<file path="src/hw/rtl/undirected_csr_builder_defines.svh">
// Assertion macros shared by the CSR builder modules.
// Each macro expects signals named clk and rst_n in the enclosing module.
`ifndef UNDIRECTED_CSR_BUILDER_DEFINES_SVH
`define UNDIRECTED_CSR_BUILDER_DEFINES_SVH

// Same-cycle implication, checked only out of reset.
`define UCSR_ASSERT_NOW(lbl, ante, cons, msg) \
    lbl: assert property (@(posedge clk) disable iff (!rst_n) (ante) |-> (cons)) \
        else $error(msg);

// Next-cycle implication, checked only out of reset.
`define UCSR_ASSERT_NEXT(lbl, ante, cons, msg) \
    lbl: assert property (@(posedge clk) disable iff (!rst_n) (ante) |=> (cons)) \
        else $error(msg);

`endif

</file>
<file path="src/hw/rtl/ucsr_pkg.sv">
// Shared types, widths and codes for the undirected CSR builder.
// Used by the controller, the datapath and the top level; depends on nothing.
package ucsr_pkg;

    // Field widths.
    localparam int ACT_W      = 3;
    localparam int NODE_W     = 10;
    localparam int WEIGHT_W   = 32;
    localparam int SLOT_W     = 13;
    localparam int STATUS_W   = 3;
    localparam int DEG_W      = 14;
    localparam int NCNT_W     = 11;
    localparam int ECNT_W     = 14;
    localparam int IN_DATA_W  = 72;
    localparam int OUT_DATA_W = 88;

    // Default sizes.
    localparam int DEF_MAX_NODES = 1024;
    localparam int DEF_MAX_EDGES = 4096;

    localparam logic [WEIGHT_W-1:0] WEIGHT_MISS = 32'h7FFF_FFFF;
    localparam logic [WEIGHT_W-1:0] WEIGHT_ONE  = 32'h0000_0001;

    // Action codes.
    localparam logic [ACT_W-1:0] ACT_ADD   = 3'd0;
    localparam logic [ACT_W-1:0] ACT_BUILD = 3'd1;
    localparam logic [ACT_W-1:0] ACT_QUERY = 3'd2;
    localparam logic [ACT_W-1:0] ACT_READ  = 3'd3;
    localparam logic [ACT_W-1:0] ACT_CLEAR = 3'd4;

    // Status codes.
    localparam logic [STATUS_W-1:0] STS_OK        = 3'd0;
    localparam logic [STATUS_W-1:0] STS_FULL      = 3'd1;
    localparam logic [STATUS_W-1:0] STS_RANGE     = 3'd2;
    localparam logic [STATUS_W-1:0] STS_PHASE     = 3'd3;
    localparam logic [STATUS_W-1:0] STS_NOT_FOUND = 3'd4;

    // Datapath step codes issued by the controller.
    localparam int STEP_W = 5;
    localparam logic [STEP_W-1:0] ST_NONE    = 5'd0;
    localparam logic [STEP_W-1:0] ST_LOAD    = 5'd1;
    localparam logic [STEP_W-1:0] ST_EXEC    = 5'd2;
    localparam logic [STEP_W-1:0] ST_CLR     = 5'd3;
    localparam logic [STEP_W-1:0] ST_CNT_E   = 5'd4;
    localparam logic [STEP_W-1:0] ST_CNT_RA  = 5'd5;
    localparam logic [STEP_W-1:0] ST_CNT_WA  = 5'd6;
    localparam logic [STEP_W-1:0] ST_CNT_RB  = 5'd7;
    localparam logic [STEP_W-1:0] ST_CNT_WB  = 5'd8;
    localparam logic [STEP_W-1:0] ST_PF_RD   = 5'd9;
    localparam logic [STEP_W-1:0] ST_PF_WR   = 5'd10;
    localparam logic [STEP_W-1:0] ST_SC_E    = 5'd11;
    localparam logic [STEP_W-1:0] ST_SC_RA   = 5'd12;
    localparam logic [STEP_W-1:0] ST_SC_WA   = 5'd13;
    localparam logic [STEP_W-1:0] ST_SC_RB   = 5'd14;
    localparam logic [STEP_W-1:0] ST_SC_WB   = 5'd15;
    localparam logic [STEP_W-1:0] ST_Q_RS    = 5'd16;
    localparam logic [STEP_W-1:0] ST_Q_RE    = 5'd17;
    localparam logic [STEP_W-1:0] ST_Q_CHK   = 5'd18;
    localparam logic [STEP_W-1:0] ST_SCAN_RD = 5'd19;
    localparam logic [STEP_W-1:0] ST_SCAN_CK = 5'd20;
    localparam logic [STEP_W-1:0] ST_ENT_RD  = 5'd21;
    localparam logic [STEP_W-1:0] ST_ENT_CAP = 5'd22;
    localparam logic [STEP_W-1:0] ST_OUT     = 5'd23;

    // Command from controller to datapath.
    typedef struct packed {
        logic [STEP_W-1:0] step;
    } ucsr_cmd_t;

    // Status from datapath to controller.
    typedef struct packed {
        logic need_build;
        logic need_row;
        logic is_query;
        logic clr_last;
        logic edge_end;
        logic pf_end;
        logic q_fail;
        logic scan_end;
        logic scan_hit;
        logic out_free;
    } ucsr_sts_t;

endpackage

</file>
<file path="src/hw/rtl/ucsr_ctrl.sv">
// Controller state machine for the undirected CSR builder.
// Depends on ucsr_pkg; drives the datapath through ucsr_cmd_t.
module ucsr_ctrl
    import ucsr_pkg::*;
(
    input  logic      clk,
    input  logic      rst_n,
    input  logic      s_tvalid,
    output logic      s_tready,
    input  ucsr_sts_t sts,
    output ucsr_cmd_t cmd
);

    localparam logic [4:0] S_IDLE    = 5'd0;
    localparam logic [4:0] S_EXEC    = 5'd1;
    localparam logic [4:0] S_CLR     = 5'd2;
    localparam logic [4:0] S_CNT_E   = 5'd3;
    localparam logic [4:0] S_CNT_RA  = 5'd4;
    localparam logic [4:0] S_CNT_WA  = 5'd5;
    localparam logic [4:0] S_CNT_RB  = 5'd6;
    localparam logic [4:0] S_CNT_WB  = 5'd7;
    localparam logic [4:0] S_PF_RD   = 5'd8;
    localparam logic [4:0] S_PF_WR   = 5'd9;
    localparam logic [4:0] S_SC_E    = 5'd10;
    localparam logic [4:0] S_SC_RA   = 5'd11;
    localparam logic [4:0] S_SC_WA   = 5'd12;
    localparam logic [4:0] S_SC_RB   = 5'd13;
    localparam logic [4:0] S_SC_WB   = 5'd14;
    localparam logic [4:0] S_Q_RS    = 5'd15;
    localparam logic [4:0] S_Q_RE    = 5'd16;
    localparam logic [4:0] S_Q_CHK   = 5'd17;
    localparam logic [4:0] S_SCAN_RD = 5'd18;
    localparam logic [4:0] S_SCAN_CK = 5'd19;
    localparam logic [4:0] S_ENT_RD  = 5'd20;
    localparam logic [4:0] S_ENT_CAP = 5'd21;
    localparam logic [4:0] S_OUT     = 5'd22;

    logic [4:0] state_reg;
    logic [4:0] state_next;

    assign s_tready = (state_reg == S_IDLE);

    // Next state.
    always_comb
    begin
        state_next = state_reg;
        unique case (state_reg)
            S_IDLE:    if (s_tvalid) state_next = S_EXEC;
            S_EXEC:
            begin
                priority if (sts.need_build) state_next = S_CLR;
                else if (sts.need_row)       state_next = S_Q_RS;
                else                         state_next = S_OUT;
            end
            S_CLR:     if (sts.clr_last) state_next = S_CNT_E;
            S_CNT_E:   state_next = sts.edge_end ? S_PF_RD : S_CNT_RA;
            S_CNT_RA:  state_next = S_CNT_WA;
            S_CNT_WA:  state_next = S_CNT_RB;
            S_CNT_RB:  state_next = S_CNT_WB;
            S_CNT_WB:  state_next = S_CNT_E;
            S_PF_RD:   state_next = sts.pf_end ? S_SC_E : S_PF_WR;
            S_PF_WR:   state_next = S_PF_RD;
            S_SC_E:    state_next = sts.edge_end ? S_OUT : S_SC_RA;
            S_SC_RA:   state_next = S_SC_WA;
            S_SC_WA:   state_next = S_SC_RB;
            S_SC_RB:   state_next = S_SC_WB;
            S_SC_WB:   state_next = S_SC_E;
            S_Q_RS:    state_next = S_Q_RE;
            S_Q_RE:    state_next = S_Q_CHK;
            S_Q_CHK:
            begin
                priority if (sts.q_fail) state_next = S_OUT;
                else if (sts.is_query)   state_next = S_SCAN_RD;
                else                     state_next = S_ENT_RD;
            end
            S_SCAN_RD: state_next = sts.scan_end ? S_OUT : S_SCAN_CK;
            S_SCAN_CK: state_next = sts.scan_hit ? S_OUT : S_SCAN_RD;
            S_ENT_RD:  state_next = S_ENT_CAP;
            S_ENT_CAP: state_next = S_OUT;
            S_OUT:     if (sts.out_free) state_next = S_IDLE;
            default:   state_next = S_IDLE;
        endcase
    end

    // Step code for the datapath.
    always_comb
    begin
        unique case (state_reg)
            S_IDLE:    cmd.step = s_tvalid ? ST_LOAD : ST_NONE;
            S_EXEC:    cmd.step = ST_EXEC;
            S_CLR:     cmd.step = ST_CLR;
            S_CNT_E:   cmd.step = ST_CNT_E;
            S_CNT_RA:  cmd.step = ST_CNT_RA;
            S_CNT_WA:  cmd.step = ST_CNT_WA;
            S_CNT_RB:  cmd.step = ST_CNT_RB;
            S_CNT_WB:  cmd.step = ST_CNT_WB;
            S_PF_RD:   cmd.step = ST_PF_RD;
            S_PF_WR:   cmd.step = ST_PF_WR;
            S_SC_E:    cmd.step = ST_SC_E;
            S_SC_RA:   cmd.step = ST_SC_RA;
            S_SC_WA:   cmd.step = ST_SC_WA;
            S_SC_RB:   cmd.step = ST_SC_RB;
            S_SC_WB:   cmd.step = ST_SC_WB;
            S_Q_RS:    cmd.step = ST_Q_RS;
            S_Q_RE:    cmd.step = ST_Q_RE;
            S_Q_CHK:   cmd.step = ST_Q_CHK;
            S_SCAN_RD: cmd.step = ST_SCAN_RD;
            S_SCAN_CK: cmd.step = ST_SCAN_CK;
            S_ENT_RD:  cmd.step = ST_ENT_RD;
            S_ENT_CAP: cmd.step = ST_ENT_CAP;
            S_OUT:     cmd.step = ST_OUT;
            default:   cmd.step = ST_NONE;
        endcase
    end

    // State register.
    always_ff @(posedge clk or negedge rst_n)
    begin
        if (!rst_n)
        begin
            state_reg <= S_IDLE;
        end
        else
        begin
            state_reg <= state_next;
        end
    end

endmodule

</file>
<file path="config.mk">
export PLATFORM = sky130hd
export DESIGN_NAME = ucsr_ctrl
export DESIGN_NICKNAME = d
export VERILOG_FILES = /design/src/hw/rtl/undirected_csr_builder_defines.svh /design/src/hw/rtl/ucsr_pkg.sv /design/src/hw/rtl/ucsr_ctrl.sv
export SDC_FILE = /design/constraint.sdc
export NUM_CORES = 1
export LEC_CHECK = 0
export ABC_AREA = 1
export BUFFER_PORTS_ARGS = -buffer_cell sky130_fd_sc_hd__clkbuf_2
export CAP_MARGIN = 0
export CORE_MARGIN = 5
export CORE_UTILIZATION = 40
export DETAILED_ROUTE_END_ITERATION = 8
export GPL_TIMING_DRIVEN = 1
export HOLD_SLACK_MARGIN = 0.12
export PLACE_DENSITY = 0.76
export SETUP_SLACK_MARGIN = 0.02
export SLEW_MARGIN = 20
export SYNTH_ARGS = -nofsm -noshare
export SYNTH_HDL_FRONTEND = slang
export SYNTH_SLANG_ARGS = --single-unit
</file>
<file path="constraint.sdc">
create_clock -name clk -period 1.9 [get_ports clk]
set_input_delay 0.095 -clock clk [delete_from_list [all_inputs] [get_ports clk]]
set_output_delay 0.095 -clock clk [all_outputs]
set_load 0.03 [all_outputs]
</file>
* Word-level counts from Yosys, hierarchy flattened
Cells that the tools add are included.
** Cells by class
- Eq/ne operators :: 25
- Reductions and logical operators :: 2
- Mux-type cells :: 15
** Operators by type and width (number)
- $pmux 5 s23 :: 2
- $eq 5x4->1 const B :: 8
- $eq 5x5->1 const B :: 7
- $mux 5 :: 6
- $eq 5x3->1 const B :: 4
- $mux 3 :: 4
- $eq 5x2->1 const B :: 2
- $ne 2x2->1 const B :: 3
- $eq 5x1->1 const B :: 1
- $logic_not 5->1 :: 1
- $mux 4 :: 1
- $reduce_and 3->1 :: 1
- $mux 2 :: 1
- $mux 1 :: 1
** Storage, ports and cells
- Output and inout port bits :: 6
- Logic and storage cells :: 43
- Input bits :: 13
- Bits in registers :: 5

* Longest topological paths before layout
Gate-level depths: netlist of the first run.
- Depth after elaboration :: 3
- Depth in mapped cells :: 10
- Gate-level depth less buffers :: 9

* Least setup slack after synthesis of the first run
No wires, ideal clock.
- Path kind :: register to output
- Start point :: reg state_reg[1]
- End point :: out cmd[1] in the netlist's numbering
- Cell stages (with the launch flop) :: 5
- Data arrival time :: 1.376 ns
- Data required time :: 1.805 ns
- Setup slack :: 0.429 ns
- Path buffers :: 1
- Path through :: dfrtp_1 > buf_6 > inv_1 > nand2_1 > a21boi_0
** RTL lines
- start, declared :: RTL line ucsr_ctrl.sv:38 : logic [4:0] state_reg;
- start signal, assigned :: RTL line ucsr_ctrl.sv:125 : state_reg <= state_next;
- end, declared :: RTL line ucsr_ctrl.sv:11 : output ucsr_cmd_t cmd

==> out/metrics.csv, run 1 <==
stage,metric,value,unit
sta,Hold Worst Slack,153,ps
cts,H-Tree Level Count,1,
setup_path,CP required,1800,ps
sta,final setup margin,139,ps
drt,DRT Pass-1 Iters,4,
min_path,Hold/Removal Path Class,in2reg,
synth,"Seq/Total Area, Yosys",17.8,%
layout,area delta synth->final,23.4,%
drt,drt initial violations,58,
place,post-DP HPWL,1800,um
layout,max reg flops,5,
synth,Synth Area in Adders,0,%
drt,vias per inst,5.22,
sta,RSZ-0062 raised after global routing,false,
sta,Fmax achieved,568,MHz
sta,final period utilization,92.7,%
synth,Unique masters post-synth,18,
sta,setup tns final,0,ps
sta,worst slew pin tran,420,ps
outcome,status,finished clean,
setup_path,"critical path fanouts, max",7,
cts,clk root buf,clkbuf_4,
layout,Layout Nets,172,
cts,worst-skew pair later-pin latency,240,ps
synth,Mapped Cells,135,
drt,# DRC,0,
place,post-place setup slack,323,ps
global_routing,GRT overflow,0,
cts,CTS tree,yes,
cts,CTS Buffer Depth,2,
floorplan,die height,52.0,um
power,Leak,0.522,nW
min_path,hold depth,3,
layout,non-filler cells in the finished layout,183,
power,power density cells,1630,nW/um^2
sta,endpoints failing hold,0,
floorplan,die area,2700,um^2
drt,Post-Route WL,2180,um
setup_path,CP Capture Type,primary output,
setup_path,Arrival @ worst endpoint,1670,ps
sta,Final min period,1760,ps
floorplan,num rows,15,
synth,net count of the mapped netlist,148,
synth,xor/xnor share of the synthesized area,0,%
synth,complex-gate fraction of the synthesized area,6.57,%
layout,ant diodes,0,
job,max_cap viols,0,
synth,post-synthesis mux area share,0,%
synth,Seq cells post-synth,5,
synth,combinational family with the most area after synthesis,simple AND/OR/NAND/NOR gates,
floorplan,core area,1710,um^2
setup_path,FF-to-FF path depth,8,
sta,fin. max-slew vios,0,
place,Placed Area,817,um^2
global_routing,global-route wire length before repair,3800,um
sta,# setup viols final,0,
drt,Routed Antenna Nets,0,
sta,slew margin rel.,71.9,%
setup_path,Crit Path Class,reg2out,
global_routing,largest net degree at the start of global routing,12,
synth,simple logic cell fraction of the synthesized area,62.2,%
synth,Synth Cell Area,704,um^2
cts,clock slew at reported path FFs,50,ps
synth,synthesized area per cell,5.22,um^2
floorplan,Initial Util,41.2,%
floorplan,Die X-Extent,52.0,um
cts,# clock sinks,5,
power,Max IR drop VDD,815,uV
place,IO Port Bufs,18,
drt,vias,956,
layout,share of cells above drive strength 1,20.3,%
drt,Routed WL per cell,11.9,um
global_routing,initial antenna violation count,0,
setup_path,Critical Path Start Type,flip-flop,
global_routing,GRT Util Overall,18.2,%
sta,final setup skew,9.02,ps
synth,Synth Warn #,0,
place,dpl cells,177,
floorplan,io pins,19,
layout,Final Instance Area,870,um^2
cts,number of buffers created by CTS,3,
place,RD Place Congestion,0.996,
global_routing,vias in the first global route,914,
-- layout make-up --
class | instances | area, um^2
tap | 25 | 31.3
inverter | 21 | 78.8
fill | 180 | 838
timing repair buffer | 21 | 118
sequential | 5 | 129
multi-input combinational | 107 | 487
clock buffer | 4 | 26.3
-- cells in the final DEF (no fill, tap or decap) --
cell,n
nand2_1,36
nor2_1,29
inv_1,19
clkbuf_2,18
nand3_1,16
nand4_1,5
a21oi_1,4
nor3_1,4
nand3b_1,4
nor2_2,3
clkbuf_4,3
dfrtp_2,3
inv_2,2
o21ai_0,2
dlygate4sd3_1,2
dfrtp_1,2
nand3_2,1
nand2_2,1
o2111ai_1,1
a21boi_0,1
clkbuf_1,1
buf_4,1
-- power by group --
group          leakage [nW]  switching, mW  internal (mW)
registers            0.0598         0.0822          0.163
clock network        0.0150         0.0432         0.0793
logic                 0.447          0.742          0.311
total                 0.522          0.867          0.554
-- synth_stat cells --
| cell type | n | share of area, % |
|---|---|---|
| nand2_1 | 36 | 19 |
| nor2_1 | 30 | 16 |
| inv_1 | 20 | 11 |
| nand3_1 | 16 | 11 |
| dfrtp_1 | 5 | 18 |
| nand4_1 | 5 | 4.4 |
| a21oi_1 | 4 | 2.8 |
| nand3b_1 | 4 | 4.3 |
| nor3_1 | 4 | 2.8 |
| nor2_2 | 2 | 1.8 |
| o21ai_0 | 2 | 1.4 |
| a21boi_0 | 1 | 1.1 |
| buf_2 | 1 | 0.71 |
| buf_6 | 1 | 1.6 |
| inv_2 | 1 | 0.53 |
| nand2_2 | 1 | 0.89 |
| nand3_2 | 1 | 1.4 |
| o2111ai_1 | 1 | 1.2 |
-- metal layers --
layer / vias up / routed length (um) / track usage (%)
met5: - / 0 / 0
met4: 0 / 61 / 6.55
met3: 8 / 211 / 2.58
met2: 62 / 1030 / 29.5
met1: 408 / 876 / 24.2
li1: 478 / - / -
-- through the flow --
step	utilization [%]	total power, mW
after CTS	50.5	1.41
after floorplan	-	1.02
final	50.9	1.42
after global routing	50.9	1.56
after detailed placement	47.8	1.27
after global placement	47.8	1.28
-- critical path, stage by stage, from the launching register on --
cell,delay [ps]
dfrtp_2,450
inv_2,90
nand2_2,80
nor2_2,250
a21oi_1,150
inv_1,70
nor2_1,50
nand4_1,80
clkbuf_2,210
-- repair_timing --
item                                   4_1_cts  5_1_grt
hold buffers                                 2        0
endpoints found under the hold margin        6        0
setup endpoints to repair                    0        3
buffers inserted                             0        0
gates resized for setup                      0        5
-- kinds of logic after synthesis --
logic type      Yosys count
flops                     5
compound gates            8
buf+inv                  23
simple gates             99
-- final timing paths --
check / startpoint / endpoint / slack [ps]
worst max-delay path: state_reg[0] / cmd[3] / 140
worst min-delay path: sts[5] / state_reg[3] / 150
worst max register to register: state_reg[1] / state_reg[1] / 410
worst min register to register: state_reg[0] / state_reg[2] / 710
max in group asynchronous: rst_n / state_reg[1] / 1550
min in group asynchronous: rst_n / state_reg[0] / 200
Note: power is estimated with default switching activity, not from simulation.
==> run 2, diff against run 1 <==
CORE_UTILIZATION = 54   (was 40)
PLACE_DENSITY = 0.94   (was 0.76)
TNS_END_PERCENT = 50   (was default)
==> out/metrics.csv, run 2 (synthesized netlist as in run 1, its figures left out) <==
stage,metric,value,unit
setup_path,RR Startpoint,state_reg[1],
setup_path,FF-to-FF path depth,8,
setup_path,CP Capture Type,primary output,
layout,most frequent cells in the layout,"nand2_1 (36), nor2_1 (28), inv_1 (19), clkbuf_2 (17), nand3_1 (16)",
setup_path,CP peak stage delay,450,ps
sta,fin. max-slew vios,0,
floorplan,Initial Util,55.5,%
sta,Fmax achieved,580,MHz
cts,"Setup Fix Bufs, Post-CTS",0,
setup_path,Crit path buffers/inverters,3,
layout,ant diodes,0,
place,post-DP HPWL,1770,um
setup_path,critical-path cell list,inv_2 -> nand2_2 -> nor2_2 -> a21oi_1 -> inv_1 -> nor2_1 -> nand4_1 -> clkbuf_2,
place,IO Port Bufs,18,
layout,area delta synth->final,22.7,%
drt,drt initial violations,59,
cts,number of buffers created by CTS,3,
drt,vias per inst,5.51,
power,Final Power,1.43,mW
drt,Routed WL per cell,12.1,um
global_routing,vias in the first global route,821,
layout,Layout Nets,172,
setup_path,Arrival @ worst endpoint,1630,ps
cts,# clock sinks,5,
place,post-place setup slack,328,ps
sta,Final min period,1730,ps
drt,# DRC,0,
setup_path,CP required,1800,ps
sta,slew margin rel.,74.5,%
cts,clock slew at reported path FFs,50,ps
power,Leak,0.529,nW
sta,worst slew pin tran,382,ps
sta,# setup viols final,0,
min_path,Hold/Removal Path Class,in2reg,
job,max_cap viols,0,
global_routing,GRT Util Overall,21.7,%
min_path,hold depth,3,
floorplan,Die X-Extent,46.1,um
global_routing,largest net degree at the start of global routing,12,
cts,H-Tree Level Count,1,
drt,vias,953,
sta,final setup margin,175,ps
sta,RSZ-0062 raised after global routing,false,
cts,CTS tree,yes,
global_routing,global-route wire length before repair,3340,um
outcome,status,finished clean,
layout,register area,128,um^2
floorplan,io pins,19,
floorplan,die area,2130,um^2
setup_path,FF-to-FF setup slack,430,ps
cts,clk root buf,clkbuf_4,
setup_path,"Slowest-stage cell, CP",dfrtp_2,
drt,Routed Antenna Nets,0,
layout,area taken by multi-input logic gates,494,um^2
layout,Filler cells,116,
sta,final setup skew,5.86,ps
layout,"commonest non-fill, non-tap cell in the layout",nand2_1,
setup_path,worst reg2reg path endpoint,state_reg[1],
sta,endpoints failing hold,0,
sta,final period utilization,90.8,%
setup_path,Critical Path Start Type,flip-flop,
cts,worst-skew pair later-pin latency,250,ps
setup_path,"CP delay by family, top",flip-flops,
floorplan,core area,1270,um^2
cts,CTS Buffer Depth,2,
drt,DRT Pass-1 Iters,4,
power,Max IR drop VDD,845,uV
global_routing,initial antenna violation count,0,
floorplan,num rows,13,
drt,Post-Route WL,2100,um
layout,max reg flops,5,
setup_path,"critical path fanouts, max",7,
min_path,Worst Hold End,state_reg[3],
power,power density cells,1650,nW/um^2
setup_path,Crit Path Class,reg2out,
floorplan,die height,46.1,um
layout,share of cells above drive strength 1,21.5,%
sta,setup tns final,0,ps
min_path,hold_sp,sts[5],
global_routing,GRT overflow,0,
place,RD Place Congestion,0.962,
-- run 2: cell count changes in the layout (fill, tap and decap cells not counted) --
| cell | before | now |
|---|---|---|
| buf_2 | 0 | 1 |
| clkbuf_1 | 1 | 0 |
| clkbuf_2 | 18 | 17 |
| clkinv_2 | 0 | 1 |
| dfrtp_1 | 2 | 3 |
| dfrtp_2 | 3 | 2 |
| nor2_1 | 29 | 28 |
| nor2_2 | 3 | 4 |
| nor3_1 | 4 | 3 |
| nor3_2 | 0 | 1 |
-- run 2: timing repair --
action                                  CTS  global route
endpoints found under the setup margin    0             4
gates resized for setup                   0             7
hold endpoints to repair                  6             0
hold buffers                              2             0
-- run 2: power by group --
group | leakage (nW) | switching (mW) | internal (mW) | total (mW)
registers | 0.0610 | 0.0846 | 0.161 | 0.245
clock network | 0.0177 | 0.0516 | 0.0766 | 0.128
logic | 0.450 | 0.742 | 0.315 | 1.06
-- run 2: per-layer routing --
metal  part of all wire (%)  GRT usage [%]
met1                     41           28.1
met2                     47           35.2
met3                     10           5.08
met4                    1.5           6.82
met5                      0              0
-- run 2: cell type report --
cell class	instances	share of cell area, %
inverters	21	9.12
clock inverters	1	0.579
well taps	15	2.17
clock buffers	3	2.60
flip-flops and latches	5	14.8
repair buffers	21	13.6
multi-input cells	107	57.2
-- run 2: through the flow --
stage          cell area [um^2]  utilization [%]  hold slack [ps]  std cells
3_5_place_dp                805             63.4            -84.9        167
3_3_place_gp                805             63.4            -88.6        167
4_1_cts                     852             67.2              137        173
2_1_floorplan               704                -             -201        135
5_1_grt                     865             68.1              147        173
6_report                    865             68.1              144        173
-- run 2: worst max-delay path by stage --
stage	startpoint	slack [ps]	endpoint	cells past startpoint
3_3_place_gp	state_reg[3]	360	cmd[0]	8
5_1_grt	state_reg[1]	30	cmd[0]	6
3_5_place_dp	state_reg[3]	330	cmd[0]	8
6_report	state_reg[0]	170	cmd[3]	8
4_1_cts	state_reg[3]	60	cmd[0]	8
2_1_floorplan	state_reg[1]	430	cmd[1]	4
-- run 2: worst reg2reg max path: stages, from the launching register on --
cell and delay [ps]:
dfrtp_2 470, nor2_1 270, nand2_1 130, inv_1 100, nand2_1 70, nor2_1 120, nor2_1 70, nand2_1 60
nand2_1 60
